File: src/rtl/avsei_pkg.sv
// Shared types and constants for the AVCC to start-code converter with SEI tagging.
// Used by the parser, the output queue and the top level; no dependencies.
package avsei_pkg;

  localparam int NAL_LENGTH_BITS_DEFAULT = 32;

  // Parser phases.
  localparam logic [2:0] PH_LEN  = 3'd0;
  localparam logic [2:0] PH_HDR  = 3'd1;
  localparam logic [2:0] PH_TYPE = 3'd2;
  localparam logic [2:0] PH_SIZE = 3'd3;
  localparam logic [2:0] PH_UUID = 3'd4;
  localparam logic [2:0] PH_PAY  = 3'd5;
  localparam logic [2:0] PH_PASS = 3'd6;

  // Configuration register indexes.
  localparam logic [1:0] CFG_LENGTH_FIELD_BYTES = 2'd0;
  localparam logic [1:0] CFG_UUID_UPPER         = 2'd1;
  localparam logic [1:0] CFG_UUID_LOWER         = 2'd2;

  localparam logic [2:0]  LENGTH_FIELD_BYTES_RESET = 3'd4;
  localparam logic [31:0] START_CODE               = 32'h0000_0001;
  localparam logic [4:0]  NAL_TYPE_SEI             = 5'h06;
  localparam logic [7:0]  SEI_USER_DATA            = 8'h05;
  localparam logic [7:0]  SEI_SIZE_EXTEND          = 8'hff;

  // Pending result queue.
  localparam int QDEPTH    = 4;
  localparam int QPTR_BITS = $clog2(QDEPTH);
  localparam int QCNT_BITS = $clog2(QDEPTH + 1);

  // One queued record: either a whole start code or one passed NAL byte.
  typedef struct packed {
    logic       sc;
    logic [7:0] data;
    logic       sei;
  } rec_t;

endpackage

File: src/rtl/avsei_parser.sv
// Byte parser: length prefix collection, NAL countdown and user-data SEI UUID match.
// Depends on avsei_pkg; produces at most one queue record per accepted byte.
module avsei_parser
  import avsei_pkg::*;
#(
  parameter int NAL_LENGTH_BITS = NAL_LENGTH_BITS_DEFAULT
) (
  input  logic        clk,
  input  logic        rst,
  input  logic        accept,
  input  logic [7:0]  data_byte,
  input  logic        tag_last,
  input  logic [2:0]  length_field_bytes,
  input  logic [63:0] uuid_upper,
  input  logic [63:0] uuid_lower,
  output logic        rec_valid,
  output rec_t        rec
);

  logic [2:0]                 phase, phase_next;
  logic [1:0]                 seen, seen_next;
  logic [31:0]                accum, accum_next, accum_shift;
  logic [NAL_LENGTH_BITS-1:0] left, left_next, left_dec, len;
  logic [3:0]                 pos, pos_next;
  logic                       match, match_next;

  logic [2:0]  psize;
  logic        complete;
  logic        sat;
  logic [63:0] uuid_word;
  logic [7:0]  uuid_byte;
  logic        match_step;

  always_comb begin
    psize = (length_field_bytes >= 3'd2 && length_field_bytes <= 3'd4) ?
            length_field_bytes : 3'd1;
    accum_shift = {accum[23:0], data_byte};
    complete    = ((seen + 2'd1) == 2'd0) || ({1'b0, seen + 2'd1} >= psize);
    sat         = (accum_shift >> NAL_LENGTH_BITS) != 32'd0;
    len         = sat ? '1 : accum_shift[NAL_LENGTH_BITS-1:0];
    left_dec    = left - 1'b1;
    uuid_word   = pos[3] ? uuid_lower : uuid_upper;
    uuid_byte   = 8'(uuid_word >> {~pos[2:0], 3'b000});
    match_step  = match && (data_byte == uuid_byte);
  end

  always_comb begin
    phase_next = phase;
    seen_next  = seen;
    accum_next = accum;
    left_next  = left;
    pos_next   = pos;
    match_next = match;
    rec_valid  = 1'b0;
    rec.sc     = 1'b0;
    rec.data   = data_byte;
    rec.sei    = 1'b0;

    if (phase == PH_LEN || left == '0) begin
      seen_next  = seen + 2'd1;
      accum_next = accum_shift;
      if (complete) begin
        rec_valid  = 1'b1;
        rec.sc     = 1'b1;
        seen_next  = 2'd0;
        accum_next = 32'd0;
        left_next  = len;
        phase_next = (len != '0) ? PH_HDR : PH_LEN;
      end
    end else begin
      rec_valid = 1'b1;
      rec.sei   = (phase == PH_PAY) && (left_dec != '0);
      case (phase)
        PH_HDR:  phase_next = (data_byte[4:0] == NAL_TYPE_SEI) ? PH_TYPE : PH_PASS;
        PH_TYPE: phase_next = (data_byte == SEI_USER_DATA) ? PH_SIZE : PH_PASS;
        PH_SIZE: begin
          if (data_byte != SEI_SIZE_EXTEND) begin
            phase_next = PH_UUID;
            pos_next   = 4'd0;
            match_next = 1'b1;
          end
        end
        PH_UUID: begin
          match_next = match_step;
          pos_next   = pos + 4'd1;
          if (pos == 4'd15) begin
            phase_next = match_step ? PH_PAY : PH_PASS;
          end
        end
        PH_PAY:  phase_next = PH_PAY;
        default: phase_next = PH_PASS;
      endcase
      left_next = left_dec;
      if (left_dec == '0) begin
        phase_next = PH_LEN;
        pos_next   = 4'd0;
        match_next = 1'b1;
      end
    end

    // The final byte of a tag abandons whatever prefix or NAL is in flight.
    if (tag_last) begin
      phase_next = PH_LEN;
      seen_next  = 2'd0;
      accum_next = 32'd0;
      left_next  = '0;
      pos_next   = 4'd0;
      match_next = 1'b1;
    end
  end

  always_ff @(posedge clk) begin
    if (rst) begin
      phase <= PH_LEN;
      seen  <= 2'd0;
      accum <= 32'd0;
      left  <= '0;
      pos   <= 4'd0;
      match <= 1'b1;
    end else if (accept) begin
      phase <= phase_next;
      seen  <= seen_next;
      accum <= accum_next;
      left  <= left_next;
      pos   <= pos_next;
      match <= match_next;
    end
  end

  a_nal_has_bytes: assert property (@(posedge clk) disable iff (rst)
    phase != PH_LEN |-> left != '0)
    else $error("parser in a NAL phase with no bytes left");

  a_tag_end_clears: assert property (@(posedge clk) disable iff (rst)
    accept && tag_last |=> phase == PH_LEN && seen == 2'd0 && left == '0)
    else $error("parser not cleared after the last byte of a tag");

  a_uuid_pos_idle: assert property (@(posedge clk) disable iff (rst)
    phase != PH_UUID |-> pos == 4'd0)
    else $error("UUID position moved outside the UUID phase");

endmodule

File: src/rtl/avsei_outq.sv
// Pending result queue: holds parser records and expands start codes into four bytes.
// Depends on avsei_pkg for the record type and queue depth.
module avsei_outq
  import avsei_pkg::*;
(
  input  logic       clk,
  input  logic       rst,
  input  logic       push,
  input  rec_t       push_rec,
  output logic       full,
  output logic       out_valid,
  input  logic       out_stall,
  output logic [7:0] out_byte,
  output logic       is_start_code,
  output logic       sei_payload,
  output logic       last_of_run
);

  rec_t                 store [QDEPTH];
  logic [QPTR_BITS-1:0] wr_ptr, rd_ptr;
  logic [QCNT_BITS-1:0] count;
  logic [1:0]           beat;
  rec_t                 head;
  logic                 xfer, pop;

  always_comb begin
    head          = store[rd_ptr];
    full          = (count == QCNT_BITS'(QDEPTH));
    out_valid     = (count != '0);
    is_start_code = head.sc;
    sei_payload   = head.sei && !head.sc;
    out_byte      = head.sc ? 8'(START_CODE >> {~beat, 3'b000}) : head.data;
    last_of_run   = !head.sc || (beat == 2'd3);
    xfer          = out_valid && !out_stall;
    pop           = xfer && last_of_run;
  end

  always_ff @(posedge clk) begin
    if (push) begin
      store[wr_ptr] <= push_rec;
    end
  end

  always_ff @(posedge clk) begin
    if (rst) begin
      wr_ptr <= '0;
      rd_ptr <= '0;
      count  <= '0;
      beat   <= 2'd0;
    end else begin
      if (push) begin
        wr_ptr <= wr_ptr + 1'b1;
      end
      if (pop) begin
        rd_ptr <= rd_ptr + 1'b1;
      end
      case ({push, pop})
        2'b10:   count <= count + 1'b1;
        2'b01:   count <= count - 1'b1;
        default: count <= count;
      endcase
      if (pop) begin
        beat <= 2'd0;
      end else if (xfer) begin
        beat <= beat + 2'd1;
      end
    end
  end

  a_no_overflow: assert property (@(posedge clk) disable iff (rst)
    push |-> !full)
    else $error("record pushed into a full queue");

  a_beat_only_sc: assert property (@(posedge clk) disable iff (rst)
    beat != 2'd0 |-> out_valid && head.sc)
    else $error("start code beat active without a start code at the head");

  a_pop_resets_beat: assert property (@(posedge clk) disable iff (rst)
    pop |=> beat == 2'd0)
    else $error("beat counter not cleared after a record left the queue");

endmodule

File: src/rtl/avcc_to_annexb_sei_extract_core.sv
// Top level of the AVCC to start-code converter with user-data SEI tagging.
// Depends on avsei_pkg, avsei_parser and avsei_outq.
//
// Input channel (in_valid, in_stall, data_byte, tag_last) carries the NAL region
// of one video tag, one byte per transfer, with tag_last on its final byte.
// Output channel (out_valid, out_stall, ...) carries the framed stream, one byte
// per transfer: a completed length prefix becomes the four bytes 00 00 00 01
// (is_start_code set, last_of_run on the 01), every NAL byte passes through once
// (last_of_run set), and bytes of a matched user-data SEI payload carry sei_payload.
// Prefix bytes that do not complete a prefix produce nothing.
// An input byte is parsed in the cycle it is taken; its results are registered in the
// queue and offered behind any earlier records. The parser takes one byte per cycle
// while in_stall is low, and the output side sends one byte per cycle while out_stall is low.
// A four-record queue sits between them and in_stall rises only when that queue is full.
// While out_stall is high the offered byte and flags hold.
// Reset empties the queue, returns the parser to the length phase and sets
// length_field_bytes to 4 and both UUID halves to zero. Configuration writes on
// cfg_valid/cfg_ready are always taken and belong in idle periods.
module avcc_to_annexb_sei_extract_core
  import avsei_pkg::*;
#(
  parameter int NAL_LENGTH_BITS = NAL_LENGTH_BITS_DEFAULT
) (
  input  logic        clk,
  input  logic        rst,
  input  logic        in_valid,
  output logic        in_stall,
  input  logic [7:0]  data_byte,
  input  logic        tag_last,
  output logic        out_valid,
  input  logic        out_stall,
  output logic [7:0]  out_byte,
  output logic        is_start_code,
  output logic        sei_payload,
  output logic        last_of_run,
  input  logic        cfg_valid,
  output logic        cfg_ready,
  input  logic [1:0]  cfg_index,
  input  logic [63:0] cfg_data
);

  logic [2:0]  length_field_bytes;
  logic [63:0] uuid_upper;
  logic [63:0] uuid_lower;
  logic        accept;
  logic        rec_valid;
  rec_t        rec;
  logic        full;

  assign cfg_ready = 1'b1;
  assign in_stall  = full;
  assign accept    = in_valid && !full;

  always_ff @(posedge clk) begin
    if (rst) begin
      length_field_bytes <= LENGTH_FIELD_BYTES_RESET;
      uuid_upper         <= 64'd0;
      uuid_lower         <= 64'd0;
    end else if (cfg_valid && cfg_ready) begin
      case (cfg_index)
        CFG_LENGTH_FIELD_BYTES: length_field_bytes <= cfg_data[2:0];
        CFG_UUID_UPPER:         uuid_upper         <= cfg_data;
        CFG_UUID_LOWER:         uuid_lower         <= cfg_data;
        default: ;
      endcase
    end
  end

  avsei_parser #(
    .NAL_LENGTH_BITS(NAL_LENGTH_BITS)
  ) u_parser (
    .clk               (clk),
    .rst               (rst),
    .accept            (accept),
    .data_byte         (data_byte),
    .tag_last          (tag_last),
    .length_field_bytes(length_field_bytes),
    .uuid_upper        (uuid_upper),
    .uuid_lower        (uuid_lower),
    .rec_valid         (rec_valid),
    .rec               (rec)
  );

  avsei_outq u_outq (
    .clk          (clk),
    .rst          (rst),
    .push         (accept && rec_valid),
    .push_rec     (rec),
    .full         (full),
    .out_valid    (out_valid),
    .out_stall    (out_stall),
    .out_byte     (out_byte),
    .is_start_code(is_start_code),
    .sei_payload  (sei_payload),
    .last_of_run  (last_of_run)
  );

endmodule
File: config.mk
export PLATFORM = sky130hd
export DESIGN_NAME = avcc_to_annexb_sei_extract_core
export DESIGN_NICKNAME = d
export VERILOG_FILES = /design/src/rtl/avsei_pkg.sv /design/src/rtl/avsei_parser.sv /design/src/rtl/avsei_outq.sv /design/src/rtl/avcc_to_annexb_sei_extract_core.sv
export SDC_FILE = /design/constraint.sdc
export NUM_CORES = 1
export LEC_CHECK = 0
export ABC_AREA = 1
export BUFFER_PORTS_ARGS = -buffer_cell sky130_fd_sc_hd__buf_2
export CORE_MARGIN = 5
export CORE_UTILIZATION = 30
export DETAILED_ROUTE_END_ITERATION = 16
export HOLD_SLACK_MARGIN = 0.12
export SLEW_MARGIN = 20
export SYNTH_ARGS = -nofsm -noshare
export SYNTH_HDL_FRONTEND = slang
export SYNTH_SLANG_ARGS = --single-unit
File: constraint.sdc
create_clock -name clk -period 4.35 [get_ports clk]
set_clock_uncertainty 0.1 [all_clocks]
set_input_delay 1.305 -clock clk [delete_from_list [all_inputs] [get_ports clk]]
set_output_delay 1.305 -clock clk [all_outputs]
set_load 0.01 [all_outputs]
==> impl_table.tex <==
\begin{tabular}{lr}
\hline
Metric & Value \\
\hline
\multicolumn{2}{l}{\textbf{Status}} \\
Run status & finished clean \\
\multicolumn{2}{l}{\textbf{Setup path}} \\
Crit-path max FO & 21 \\
Data required time of the critical path & 2940 ps \\
Sequence of cells on the critical path & buf\_4 -> inv\_1 -> nand2\_1 -> nand3\_1 -> nand2\_1 -> nor2\_1 -> inv\_1 -> o21a\_1 -> buf\_2 \\
Worst EP arrival & 2400 ps \\
CP peak stage delay & 440 ps \\
Startpoint kind of the worst setup timing path & flop \\
Endpoint type of the worst setup path & primary output \\
Kind of critical path & flop to primary output \\
CP max stage cell & sky130\_fd\_sc\_hd\_\_inv\_1 \\
\multicolumn{2}{l}{\textbf{Synthesis}} \\
Cell types with the highest counts after synthesis & sky130\_fd\_sc\_hd\_\_nand2\_1, sky130\_fd\_sc\_hd\_\_nor2\_1, sky130\_fd\_sc\_hd\_\_dfxtp\_1 \\
Portion of synthesized cell area occupied by the leading cell type & 33.6\% \\
Register bit count reported by yosys & 248 \\
Most frequently used cell type in the post-synthesis netlist & sky130\_fd\_sc\_hd\_\_nand2\_1 \\
Synth Cell Area & 12,400 um2 \\
Number of enable-type register cells in the synthesized netlist & 40 \\
Cell accounting for the most synthesized area & sky130\_fd\_sc\_hd\_\_dfxtp\_1 \\
Share of flip-flops with an asynchronous set or reset after synthesis & 0\% \\
Part of the Yosys area used for sequential elements & 43.3\% \\
Post-synthesis area per instance & 7.14 um2 \\
Cell types occupying the most area after synthesis & sky130\_fd\_sc\_hd\_\_dfxtp\_1, sky130\_fd\_sc\_hd\_\_edfxtp\_1, sky130\_fd\_sc\_hd\_\_nand2\_1 \\
Yosys synthesis warning count & 0 \\
Mapped Cells & 1,734 \\
Syn Nets & 1,828 \\
Synth Flop Type & sky130\_fd\_sc\_hd\_\_dfxtp\_1 \\
Yosys cell types & 51 \\
\multicolumn{2}{l}{\textbf{Timing}} \\
Total setup violations reported at the end of the flow & 0 \\
Slew margin rel. & 33.5\% \\
Final critical path time including I/O delays and setup & 3810 ps \\
Final period utilization & 87.5\% \\
Worst hold slack after final layout & 349 ps \\
Max-slew violations & 0 \\
Hold violation count in the final report & 0 \\
Sum of negative setup slack & 0 ps \\
Unrepaired setup endpoints after global routing & false \\
Upper clock frequency limit & 263 MHz \\
Actual transition at the worst max-transition pin & 994 ps \\
\multicolumn{2}{l}{\textbf{Min path}} \\
Path class of the lowest-slack min-delay path & flop to flop \\
\multicolumn{2}{l}{\textbf{CTS}} \\
Insertion delay to the later sink of the worst-skew pair & 550 ps \\
Total clock sinks & 248 \\
Clock transition at the registers of the reported paths & 60 ps \\
Level count of the clock H-tree & 1 \\
Clock root cell & sky130\_fd\_sc\_hd\_\_clkbuf\_16 \\
Clock buffers created by TritonCTS & 28 \\
Number of buffers inserted to repair setup after CTS & 0 \\
Resized Gates After CTS & 0 \\
TritonCTS clock tree & built \\
Cts-stage hold buffer count & 0 \\
Clock Path Buffers & 3 \\
\multicolumn{2}{l}{\textbf{Drt}} \\
Total via count in the routed design & 11,600 \\
Antenna Nets Post-Route & 0 \\
Number of violations reported at the end of detailed-routing iteration 0 & 991 \\
DR DRC count & 0 \\
Number of iterations in the first detailed-routing pass & 8 \\
Routed length per placed instance & 15.1 um \\
Vias per inst & 4.97 \\
Final wirelength & 35,200 um \\
\multicolumn{2}{l}{\textbf{Finish}} \\
Post-Layout Inst Area & 14,200 um2 \\
Net count reported at finish & 1,870 \\
Area growth from synthesis to layout & 14.9\% \\
Final cell utilization of the core & 34.9\% \\
Ratio of cells with drive above 1 in the final layout & 11.7\% \\
Number of antenna repair diodes & 0 \\
\multicolumn{2}{l}{\textbf{Run}} \\
Number of maximum-capacitance constraint violations & 0 \\
\multicolumn{2}{l}{\textbf{Global route}} \\
Pin count of the biggest net entering global routing & 115 \\
Total global-route track usage & 15.3\% \\
Antenna violations before repair & 5 \\
Vias in the first global route & 10,800 \\
Global route total overflow & 0 \\
First-pass GRT wire length & 57,500 um \\
\multicolumn{2}{l}{\textbf{Floorplanning}} \\
Starting utilization of the core area & 30.3\% \\
Placement Rows & 74 \\
Vertical die dimension & 213 um \\
Top-level I/O count & 94 \\
Die X-Extent & 213 um \\
DIE AREA & 45,400 um2 \\
Std-Cell Core Area & 40,800 um2 \\
\multicolumn{2}{l}{\textbf{Placed design}} \\
Count of buffers inserted at the top-level ports & 92 \\
Detailed placement HPWL & 24,000 um \\
Placed inst area & 13,300 um2 \\
Routability congestion estimate & 0.907 \\
\multicolumn{2}{l}{\textbf{Power}} \\
Power per Cell Area & 478 nW/um2 \\
Leakage power & 5.79 nW \\
Max IR drop VDD & 0.304 mV \\
Post-layout power & 0.00680 W \\
\hline
\end{tabular}
==> kinds of logic after synthesis <==
logic type	Yosys count	synth area share (%)
compound gates	450	19.7
simple gates	728	26.0
other cells	1	0.0303
fa+ha+maj	14	1.48
flops	248	43.3
xor+xnor	5	0.354
buf+inv	287	8.98
mux	1	0.0909
==> path summary, 6_finish.rpt <==
| path | startpoint | endpoint | slack [ps] | cells past startpoint |
|---|---|---|---|---|
| setup / recovery | flop | out_byte[0] | 540 | 9 |
| hold / removal | uuid_upper[0] | uuid_upper[0] | 350 | 2 |
| setup reg to reg | u_parser.seen[0] | u_outq.count[2] | 1140 | 15 |
| hold reg to reg | uuid_upper[0] | uuid_upper[0] | 350 | 2 |
==> worst max-delay path: cells and delay by family, from the launching register on <==
| family | cells | cell delay [ps] |
|---|---|---|
| AND/OR/NAND/NOR | 4 | 610 |
| flip-flops | 1 | 290 |
| buffers and inverters | 4 | 840 |
| AO/OA/AOI/OAI | 1 | 100 |
==> cells in the final DEF (no fill, tap or decap), types with 8 or more instances in the layout <==
cell / netlist / final
sky130_fd_sc_hd__o211ai_1: 25 / 25
sky130_fd_sc_hd__or2_2: 8 / 8
sky130_fd_sc_hd__inv_1: 183 / 180
sky130_fd_sc_hd__a22oi_1: 16 / 16
sky130_fd_sc_hd__edfxtp_1: 40 / 40
sky130_fd_sc_hd__ha_1: 13 / 13
sky130_fd_sc_hd__o22ai_1: 14 / 14
sky130_fd_sc_hd__nand3_1: 145 / 145
sky130_fd_sc_hd__o21ai_0: 200 / 200
sky130_fd_sc_hd__dfxtp_1: 208 / 207
sky130_fd_sc_hd__nor2_2: 14 / 14
sky130_fd_sc_hd__nand2_2: 9 / 9
sky130_fd_sc_hd__buf_2: 25 / 92
sky130_fd_sc_hd__clkbuf_1: 70 / 8
sky130_fd_sc_hd__a21oi_1: 162 / 162
sky130_fd_sc_hd__nor4_1: 8 / 8
sky130_fd_sc_hd__buf_4: 1 / 15
sky130_fd_sc_hd__clkbuf_16: 0 / 29
sky130_fd_sc_hd__o21ai_1: 12 / 12
sky130_fd_sc_hd__nor2_1: 226 / 226
sky130_fd_sc_hd__nand2_1: 273 / 273
sky130_fd_sc_hd__nand4_1: 12 / 12
==> layout make-up <==
cell class                 instances  area, um2
timing repair buffer             110        633
clock buffer                      40        797
multi-input combinational       1199       5910
clock inverter                    11        145
inverter                         189        713
tap                              532        666
fill                            4339      26600
sequential                       248       5370
==> layer usage <==
layer	track usage (%)	wire length [um]	up-vias	part of all wire, %
met4	3.77	773	10	2.2
met2	24.3	15800	277	45
met5	0	44	-	0.12
met1	21.6	16500	5390	47
met3	2.82	2130	57	6.0
li1	-	-	5852	-
==> power breakdown <==
group / leakage (nW) / total, W / internal [W] / switching (W)
combinational: 3.28 / 0.00173 / 0.000548 / 0.00118
sequential: 2.06 / 0.00264 / 0.00251 / 0.000128
clock: 0.452 / 0.00243 / 0.00145 / 0.000974
total: 5.79 / 0.00680 / 0.00452 / 0.00229
==> through the flow <==
step | setup slack (ps) | cells
after floorplan | 1410 | 1734
after global placement | 997 | 2278
after detailed placement | 906 | 2278
after CTS | 502 | 2329
after global routing | 294 | 2329
final | 542 | 2329
==> registers in the layout (all words and copies together), names as in the netlist, 2 cells and up, named ones only <==
register / cells
u_outq.wr_ptr: 2
u_parser.pos: 4
u_parser.accum: 24
u_parser.seen: 2
length_field_bytes: 3
uuid_lower: 64
u_outq.store: 40
u_parser.left: 32
u_outq.beat: 2
u_outq.count: 3
u_parser.phase: 3
u_outq.rd_ptr: 2
uuid_upper: 64
(Power assumes the default switching activity.)
